===== src/rtl/core/toaq_pkg.sv =====
// Shared types and codes of the time ordered activity queue.
`default_nettype none

package toaq_pkg;

   localparam int STAMP_W   = 32;
   localparam int PAYLOAD_W = 32;
   localparam int STATUS_W  = 2;

   // request kind
   localparam logic KIND_PUSH = 1'b0;
   localparam logic KIND_POP  = 1'b1;

   // response status
   localparam logic [STATUS_W-1:0] STATUS_OK      = 2'd0;
   localparam logic [STATUS_W-1:0] STATUS_FULL    = 2'd1;
   localparam logic [STATUS_W-1:0] STATUS_EMPTY   = 2'd2;
   localparam logic [STATUS_W-1:0] STATUS_NOT_DUE = 2'd3;

   // operation broadcast to every cell
   localparam logic [1:0] OP_HOLD = 2'd0;
   localparam logic [1:0] OP_PUSH = 2'd1;
   localparam logic [1:0] OP_POP  = 2'd2;

   typedef struct packed {
      logic                 valid;
      logic [STAMP_W-1:0]   stamp;
      logic [PAYLOAD_W-1:0] payload;
   } entry_type;

   typedef struct packed {
      logic [1:0]           op;
      logic [STAMP_W-1:0]   stamp;
      logic [PAYLOAD_W-1:0] payload;
   } cmd_type;

   localparam entry_type EMPTY_ENTRY = '{valid: 1'b0, stamp: '0, payload: '0};

endpackage

`default_nettype wire


===== src/rtl/core/toaq_cell.sv =====
// One slot of the sorted shift chain.
`default_nettype none

module toaq_cell (
   input  wire logic               clock,
   input  wire logic               reset,
   input  wire toaq_pkg::cmd_type   cmd,
   input  wire logic               prev_later,  // earlier neighbor moves back
   input  wire toaq_pkg::entry_type prev_entry,
   input  wire toaq_pkg::entry_type next_entry,
   output logic                    later,       // this slot moves back on push
   output toaq_pkg::entry_type      entry
);

   logic                           valid_ff, valid_in;
   logic [toaq_pkg::STAMP_W-1:0]   stamp_ff, stamp_in;
   logic [toaq_pkg::PAYLOAD_W-1:0] payload_ff, payload_in;

   // empty slots always sort after the new entry; ties keep arrival order
   assign later = !valid_ff || (stamp_ff > cmd.stamp);

   always_comb begin
      valid_in   = valid_ff;
      stamp_in   = stamp_ff;
      payload_in = payload_ff;
      unique case (cmd.op)
         toaq_pkg::OP_PUSH: begin
            if (later) begin
               if (prev_later) begin
                  valid_in   = prev_entry.valid;
                  stamp_in   = prev_entry.stamp;
                  payload_in = prev_entry.payload;
               end else begin
                  valid_in   = 1'b1;
                  stamp_in   = cmd.stamp;
                  payload_in = cmd.payload;
               end
            end
         end
         toaq_pkg::OP_POP: begin
            valid_in   = next_entry.valid;
            stamp_in   = next_entry.stamp;
            payload_in = next_entry.payload;
         end
         default: begin
         end
      endcase
   end

   always_ff @(posedge clock) begin
      if (reset) begin
         valid_ff <= 1'b0;
      end else begin
         valid_ff <= valid_in;
      end
   end

   always_ff @(posedge clock) begin
      stamp_ff   <= stamp_in;
      payload_ff <= payload_in;
   end

   assign entry = '{valid: valid_ff, stamp: stamp_ff, payload: payload_ff};

endmodule

`default_nettype wire


===== src/rtl/core/time_ordered_activity_queue.sv =====
// Top level of the time ordered activity queue: cell chain and response register.
`default_nettype none
// Usage
// - req_* carries requests: req_tuser is the kind (0 push, 1 pop), req_tdata
//   the activity time, payload and the current time used by a pop.
// - rsp_* returns exactly one response per request, in request order.
//   rsp_tuser is the status (ok, full, empty, not yet due).
// - Storage is a chain of QUEUE_DEPTH cells kept sorted by time, earliest in
//   cell 0. A push is compared in every cell at once and each cell either
//   holds, takes its earlier neighbor or takes the new entry; a pop shifts
//   the whole chain toward cell 0. Equal times leave in arrival order.
// - The response is registered: it appears in the cycle after acceptance.
// - Throughput: one request per cycle while the receiver keeps up, set by
//   the compare and shift in every cell; no iteration over the stored entries.
// - The response sits in one output register. While it waits, req_tready
//   stays high only if rsp_tready is high in the same cycle; a stalled
//   receiver therefore holds off new requests after one response is pending.
// - Reset (synchronous, active high) empties the queue and drops any
//   pending response; no clearing pass is needed.
module time_ordered_activity_queue #(
   parameter int QUEUE_DEPTH = 16
) (
   input  wire logic         clock,
   input  wire logic         reset,
   input  wire logic         req_tvalid,
   output logic              req_tready,
   // [31:0] activity_time, [63:32] activity_payload, [95:64] now_time
   input  wire logic [95:0]  req_tdata,
   // [0] kind
   input  wire logic         req_tuser,
   output logic              rsp_tvalid,
   input  wire logic         rsp_tready,
   // [31:0] released_time, [63:32] released_payload, [95:64] next_time,
   // [96] next_valid, [103:97] zero
   output logic [103:0]      rsp_tdata,
   // [1:0] status
   output logic [1:0]        rsp_tuser
);

   toaq_pkg::entry_type cell_entry [QUEUE_DEPTH];
   logic [QUEUE_DEPTH-1:0] cell_later;
   toaq_pkg::cmd_type   cmd;

   logic                           req_fire;
   logic [toaq_pkg::STAMP_W-1:0]   act_time;
   logic [toaq_pkg::PAYLOAD_W-1:0] act_payload;
   logic [toaq_pkg::STAMP_W-1:0]   now_time;
   logic                           is_full;
   logic                           is_empty;
   logic                           head_due;

   // response register
   logic                             rsp_valid_ff, rsp_valid_in;
   logic [toaq_pkg::STATUS_W-1:0]    status_ff, status_in;
   logic [toaq_pkg::STAMP_W-1:0]     rel_time_ff, rel_time_in;
   logic [toaq_pkg::PAYLOAD_W-1:0]   rel_payload_ff, rel_payload_in;
   logic [toaq_pkg::STAMP_W-1:0]     next_time_ff, next_time_in;
   logic                             next_valid_ff, next_valid_in;

   assign act_time    = req_tdata[31:0];
   assign act_payload = req_tdata[63:32];
   assign now_time    = req_tdata[95:64];

   assign req_tready = !rsp_valid_ff || rsp_tready;
   assign req_fire   = req_tvalid && req_tready;

   assign is_full  = cell_entry[QUEUE_DEPTH-1].valid;
   assign is_empty = !cell_entry[0].valid;
   assign head_due = cell_entry[0].stamp <= now_time;

   // one command to all cells; refused pushes and pops leave the chain alone
   always_comb begin
      cmd.stamp   = act_time;
      cmd.payload = act_payload;
      cmd.op      = toaq_pkg::OP_HOLD;
      if (req_fire) begin
         if (req_tuser == toaq_pkg::KIND_PUSH) begin
            if (!is_full) begin
               cmd.op = toaq_pkg::OP_PUSH;
            end
         end else if (!is_empty && head_due) begin
            cmd.op = toaq_pkg::OP_POP;
         end
      end
   end

   for (genvar i = 0; i < QUEUE_DEPTH; i++) begin : g_cell
      toaq_pkg::entry_type prev_entry;
      toaq_pkg::entry_type next_entry;
      logic                prev_later;

      if (i == 0) begin : g_head
         assign prev_entry = toaq_pkg::EMPTY_ENTRY;
         assign prev_later = 1'b0;
      end else begin : g_body
         assign prev_entry = cell_entry[i-1];
         assign prev_later = cell_later[i-1];
      end

      if (i == QUEUE_DEPTH - 1) begin : g_tail
         assign next_entry = toaq_pkg::EMPTY_ENTRY;
      end else begin : g_inner
         assign next_entry = cell_entry[i+1];
      end

      toaq_cell u_cell (
         .clock      (clock),
         .reset      (reset),
         .cmd        (cmd),
         .prev_later (prev_later),
         .prev_entry (prev_entry),
         .next_entry (next_entry),
         .later      (cell_later[i]),
         .entry      (cell_entry[i])
      );
   end

   // response for the accepted request, built from the chain before it moves
   always_comb begin
      status_in      = toaq_pkg::STATUS_OK;
      rel_time_in    = '0;
      rel_payload_in = '0;
      next_time_in   = '0;
      next_valid_in  = 1'b0;
      if (req_tuser == toaq_pkg::KIND_PUSH) begin
         status_in = is_full ? toaq_pkg::STATUS_FULL : toaq_pkg::STATUS_OK;
      end else if (is_empty) begin
         status_in = toaq_pkg::STATUS_EMPTY;
      end else if (!head_due) begin
         status_in     = toaq_pkg::STATUS_NOT_DUE;
         next_time_in  = cell_entry[0].stamp;
         next_valid_in = 1'b1;
      end else begin
         rel_time_in    = cell_entry[0].stamp;
         rel_payload_in = cell_entry[0].payload;
         next_valid_in  = cell_entry[1].valid;
         next_time_in   = cell_entry[1].valid ? cell_entry[1].stamp : '0;
      end
   end

   always_comb begin
      priority if (req_fire) begin
         rsp_valid_in = 1'b1;
      end else if (rsp_tready) begin
         rsp_valid_in = 1'b0;
      end else begin
         rsp_valid_in = rsp_valid_ff;
      end
   end

   always_ff @(posedge clock) begin
      if (reset) begin
         rsp_valid_ff <= 1'b0;
      end else begin
         rsp_valid_ff <= rsp_valid_in;
      end
   end

   always_ff @(posedge clock) begin
      if (req_fire) begin
         status_ff      <= status_in;
         rel_time_ff    <= rel_time_in;
         rel_payload_ff <= rel_payload_in;
         next_time_ff   <= next_time_in;
         next_valid_ff  <= next_valid_in;
      end
   end

   assign rsp_tvalid = rsp_valid_ff;
   assign rsp_tuser  = status_ff;
   assign rsp_tdata  = {7'b0, next_valid_ff, next_time_ff, rel_payload_ff, rel_time_ff};

endmodule

`default_nettype wire


===== config.mk =====
export PLATFORM = sky130hd
export DESIGN_NAME = time_ordered_activity_queue
export DESIGN_NICKNAME = d
export VERILOG_FILES = /design/src/rtl/core/toaq_pkg.sv /design/src/rtl/core/toaq_cell.sv /design/src/rtl/core/time_ordered_activity_queue.sv
export SDC_FILE = /design/constraint.sdc
export NUM_CORES = 2
export LEC_CHECK = 0
export BUFFER_PORTS_ARGS = -buffer_cell sky130_fd_sc_hd__clkbuf_2
export CAP_MARGIN = 10
export CORE_MARGIN = 8
export CORE_UTILIZATION = 55
export DETAILED_ROUTE_END_ITERATION = 8
export PLACE_DENSITY = 0.82
export SYNTH_ARGS = -nofsm -noshare
export SYNTH_HDL_FRONTEND = slang
export SYNTH_SLANG_ARGS = --single-unit
export TNS_END_PERCENT = 10

===== constraint.sdc =====
create_clock -name clock -period 10.4 [get_ports clock]
set_clock_uncertainty 0.15 [all_clocks]
set_input_delay 1.56 -clock clock [delete_from_list [all_inputs] [get_ports clock]]
set_output_delay 1.56 -clock clock [all_outputs]
set_load 0.02 [all_outputs]

==> impl_metrics.env <==
export IMPL_p_leak_nw=24.7
export IMPL_route_detailed_drc=0
export IMPL_power_density_nw_per_um2=163
export IMPL_yosys_top_cells_area="edfxtp_1 50%, mux2i_1 13%, ha_1 9.5%"
export IMPL_dp_hpwl_microns=150000
export IMPL_crit_path_top_delay_cell="nor4_1"
export IMPL_antenna_left=0
export IMPL_totalWireLength_microns=228000
export IMPL_die_h_microns=366
export IMPL_clock_sinks=1140
export IMPL_tns_ps=0
export IMPL_mostFrequentLayoutCells="1149 x nand2_1, 1123 x edfxtp_1, 896 x mux2i_1, 846 x o21ai_1, 512 x ha_1"
export IMPL_critPathKind="in2reg"
export IMPL_status="finished clean"
export IMPL_avgSynthCellArea_sq_um=10.7
export IMPL_drv_cap=0
export IMPL_fmax_mhz=159
export IMPL_post_place_ws_ps=3500
export IMPL_r2r_end="g_cell[1].u_cell.stamp_ff[4]"
export IMPL_critPathLaunchType="primary input"
export IMPL_setup_viol=0
export IMPL_cts_buffer_depth=3
export IMPL_post_cts_buffers=0
export IMPL_min_period_over_period_pct=60.6
export IMPL_path_clk_slew_ps=60
export IMPL_yosys_area_top_type="edfxtp_1"
export IMPL_slowest_delay_ps=940
export IMPL_grt_setup_unrepaired="false"
export IMPL_seq_area_frac_synth_pct=50.6
export IMPL_synth_ff_type="edfxtp_1"
export IMPL_cts_resized=0
export IMPL_clock_latency_ps=780
export IMPL_synth_seq_cells=1140
export IMPL_cp_num_cells=10
export IMPL_synth_area_sq_um=67300
export IMPL_hold_class="reg2reg"
export IMPL_r2r_start="g_cell[0].u_cell.stamp_ff[10]"
export IMPL_place_congestion=0.987
export IMPL_cts_root_buf="clkbuf_16"
export IMPL_cp_data_required_time_ps=10630
export IMPL_power_mw=12.0
export IMPL_start_util_pct=55.4
export IMPL_min_from="g_cell[11].u_cell.valid_ff"
export IMPL_cp_end_kind="flop"
export IMPL_grt_max_degree=267
export IMPL_post_dp_cell_area_sq_um=69300
export IMPL_ir_worst_vdd_mv=0.162
export IMPL_nFillCells=9601
export IMPL_drive_gt1_share_pct=8.02
export IMPL_cts_buffers=121
export IMPL_period_needed_ps=6310
export IMPL_path_delay_family="simple AND/OR/NAND/NOR gates"
export IMPL_final_common_cell="nand2_1"
export IMPL_async_flop_share_pct=0
export IMPL_path_cells="clkbuf_2 > inv_1 > ha_1 > nand4_1 > nor4_1 > nand4_1 > o211a_4 > o21ai_0 > nand2_4 > buf_4"
export IMPL_crit_top_cell="nand4_1"
export IMPL_wl_per_cell_microns=28.6
export IMPL_synth_edf_count=1123
export IMPL_grt_pass1_wl_microns=333000
export IMPL_first_pass_iters=7
export IMPL_cp_arrival_ps=6540
export IMPL_first_global_vias=50100
export IMPL_vias=52500
export IMPL_yosys_warnings=0
export IMPL_die_w_microns=366
export IMPL_reg2reg_depth=9
export IMPL_grt_overflow_total=0
export IMPL_antenna_found_initial=7
export IMPL_core_sq_um=122000
export IMPL_ios=209
export IMPL_drt_iter0_drc=7463
export IMPL_path_max_fanout=35
export IMPL_rows=128
export IMPL_vias_per_cell=6.58
export IMPL_synth_distinct_cells=57
export IMPL_h_tree_depth=3
export IMPL_io_buffers=201
export IMPL_final_max_slew_violation_count=0
export IMPL_setup_slack_ps=4090
export IMPL_tightest_slew_ps=1270
export IMPL_die_area_sq_um=134000
export IMPL_reg2reg_slack_ps=4510
export IMPL_synthCells=6282
export IMPL_grt_total_usage_pct=32.6
export IMPL_num_nets_final=6854
export IMPL_fin_area_sq_um=73400
export IMPL_cp_buffers_inverters=3
export IMPL_synth_top_area_share_pct=50.1
export IMPL_postCtsHoldBufs=0
export IMPL_whs_endpoint="g_cell[10].u_cell.valid_ff"
export IMPL_syn_to_final_growth_pct=9.07
export IMPL_slew_headroom_pct=15.3
export IMPL_cts_tree="built"
export IMPL_hold_depth=2
export IMPL_hold_viol=0
## registers in the layout, summed over array words and instances (netlist names)
signal	count
g_cell.u_cell.payload_ff	512
g_cell.u_cell.stamp_ff	512
next_time_ff	32
rel_payload_ff	32
rel_time_ff	32
g_cell.u_cell.valid_ff	16
rsp_tuser	2
next_valid_ff	1
rsp_tvalid	1
## per-stage QoR
step	hold WS [ps]	utilization [%]	instances
finish	364	60.4	7976
global route	382	60.4	7972
CTS	360	60.4	7970
detailed placement	349	57.0	7742
global placement	342	57.0	7740
floorplan	327	-	6288
## power by group
group	switching (mW)	internal (mW)	total (mW)
clock	1.97	2.52	4.48
sequential	0.254	5.48	5.74
combinational	1.19	0.588	1.78
total	3.41	8.59	12.0
## tightest hold or removal path: cells and delay by family (launching register included)
| family | cells | cell delay (ps) |
|---|---|---|
| simple gates | 1 | 80 |
| flops | 1 | 330 |
| compound gates | 1 | 50 |
## cell type report
cell class	count	area, sq um	share of cell area (%)
clock inverter	86	910	1.24
timing repair buffer	285	1780	2.43
sequential	1140	34100	46.4
antenna	5	12.5	0.0170
multi-input combinational	4599	31100	42.4
clock buffer	142	3140	4.27
inverter	94	355	0.484
tap	1625	2030	2.77
## cell usage after synthesis (3+ instances only)
cell / instances
nand2_1: 1152
nor3_1: 34
a211o_1: 11
nor4_1: 19
inv_1: 94
a211oi_1: 20
clkbuf_1: 203
o41ai_1: 4
a22o_1: 9
buf_1: 17
clkbuf_4: 4
nand4_1: 116
buf_4: 35
o21ai_1: 851
a21o_1: 43
buf_2: 184
nor2_1: 34
o21ai_0: 207
a221o_1: 11
and4_1: 3
or3_1: 6
a21oi_1: 300
nand3b_1: 10
o31ai_1: 7
nor2b_1: 16
o211ai_1: 21
a21boi_0: 7
dfxtp_1: 17
edfxtp_1: 1123
and2_1: 65
a221oi_1: 6
nand2b_1: 18
buf_6: 10
ha_1: 512
a2111oi_0: 9
nand3_1: 167
mux2i_1: 896
o31a_1: 3
o22ai_1: 11
or4_1: 7
## cell families (layout without fill, tap and decap cells)
family,count (synthesis),in the layout,synth area share (%)
buf+inv,549,607,3.74
simple gates,1653,1653,10.7
fa+ha+maj,512,512,9.52
compound gates,1531,1531,12.2
mux,896,896,13.3
flops,1140,1140,50.6
other cells,1,12,0.00557
## per-layer routing
layer	global-route usage, %	vias to the layer above	part of all wire (%)
met5	0	-	0.0079
met4	16.1	2	5.6
met2	49.2	3381	43
met3	7.67	645	13
li1	-	23200	-
met1	44.2	25200	39
## how the worst max path moves through the flow
stage / startpoint / endpoint / slack, ps
after CTS: req_tdata[26] / g_cell[14].u_cell.stamp_ff[10] / 4270
after global routing: req_tdata[30] / g_cell[0].u_cell.stamp_ff[7] / 4060
after global placement: req_tdata[30] / g_cell[1].u_cell.payload_ff[1] / 3460
after detailed placement: req_tdata[26] / g_cell[12].u_cell.stamp_ff[25] / 3500
final: req_tdata[26] / g_cell[14].u_cell.stamp_ff[10] / 4090
after floorplan: rsp_tready / g_cell[11].u_cell.payload_ff[0] / 390
Power figures use the tool's default switching activity.
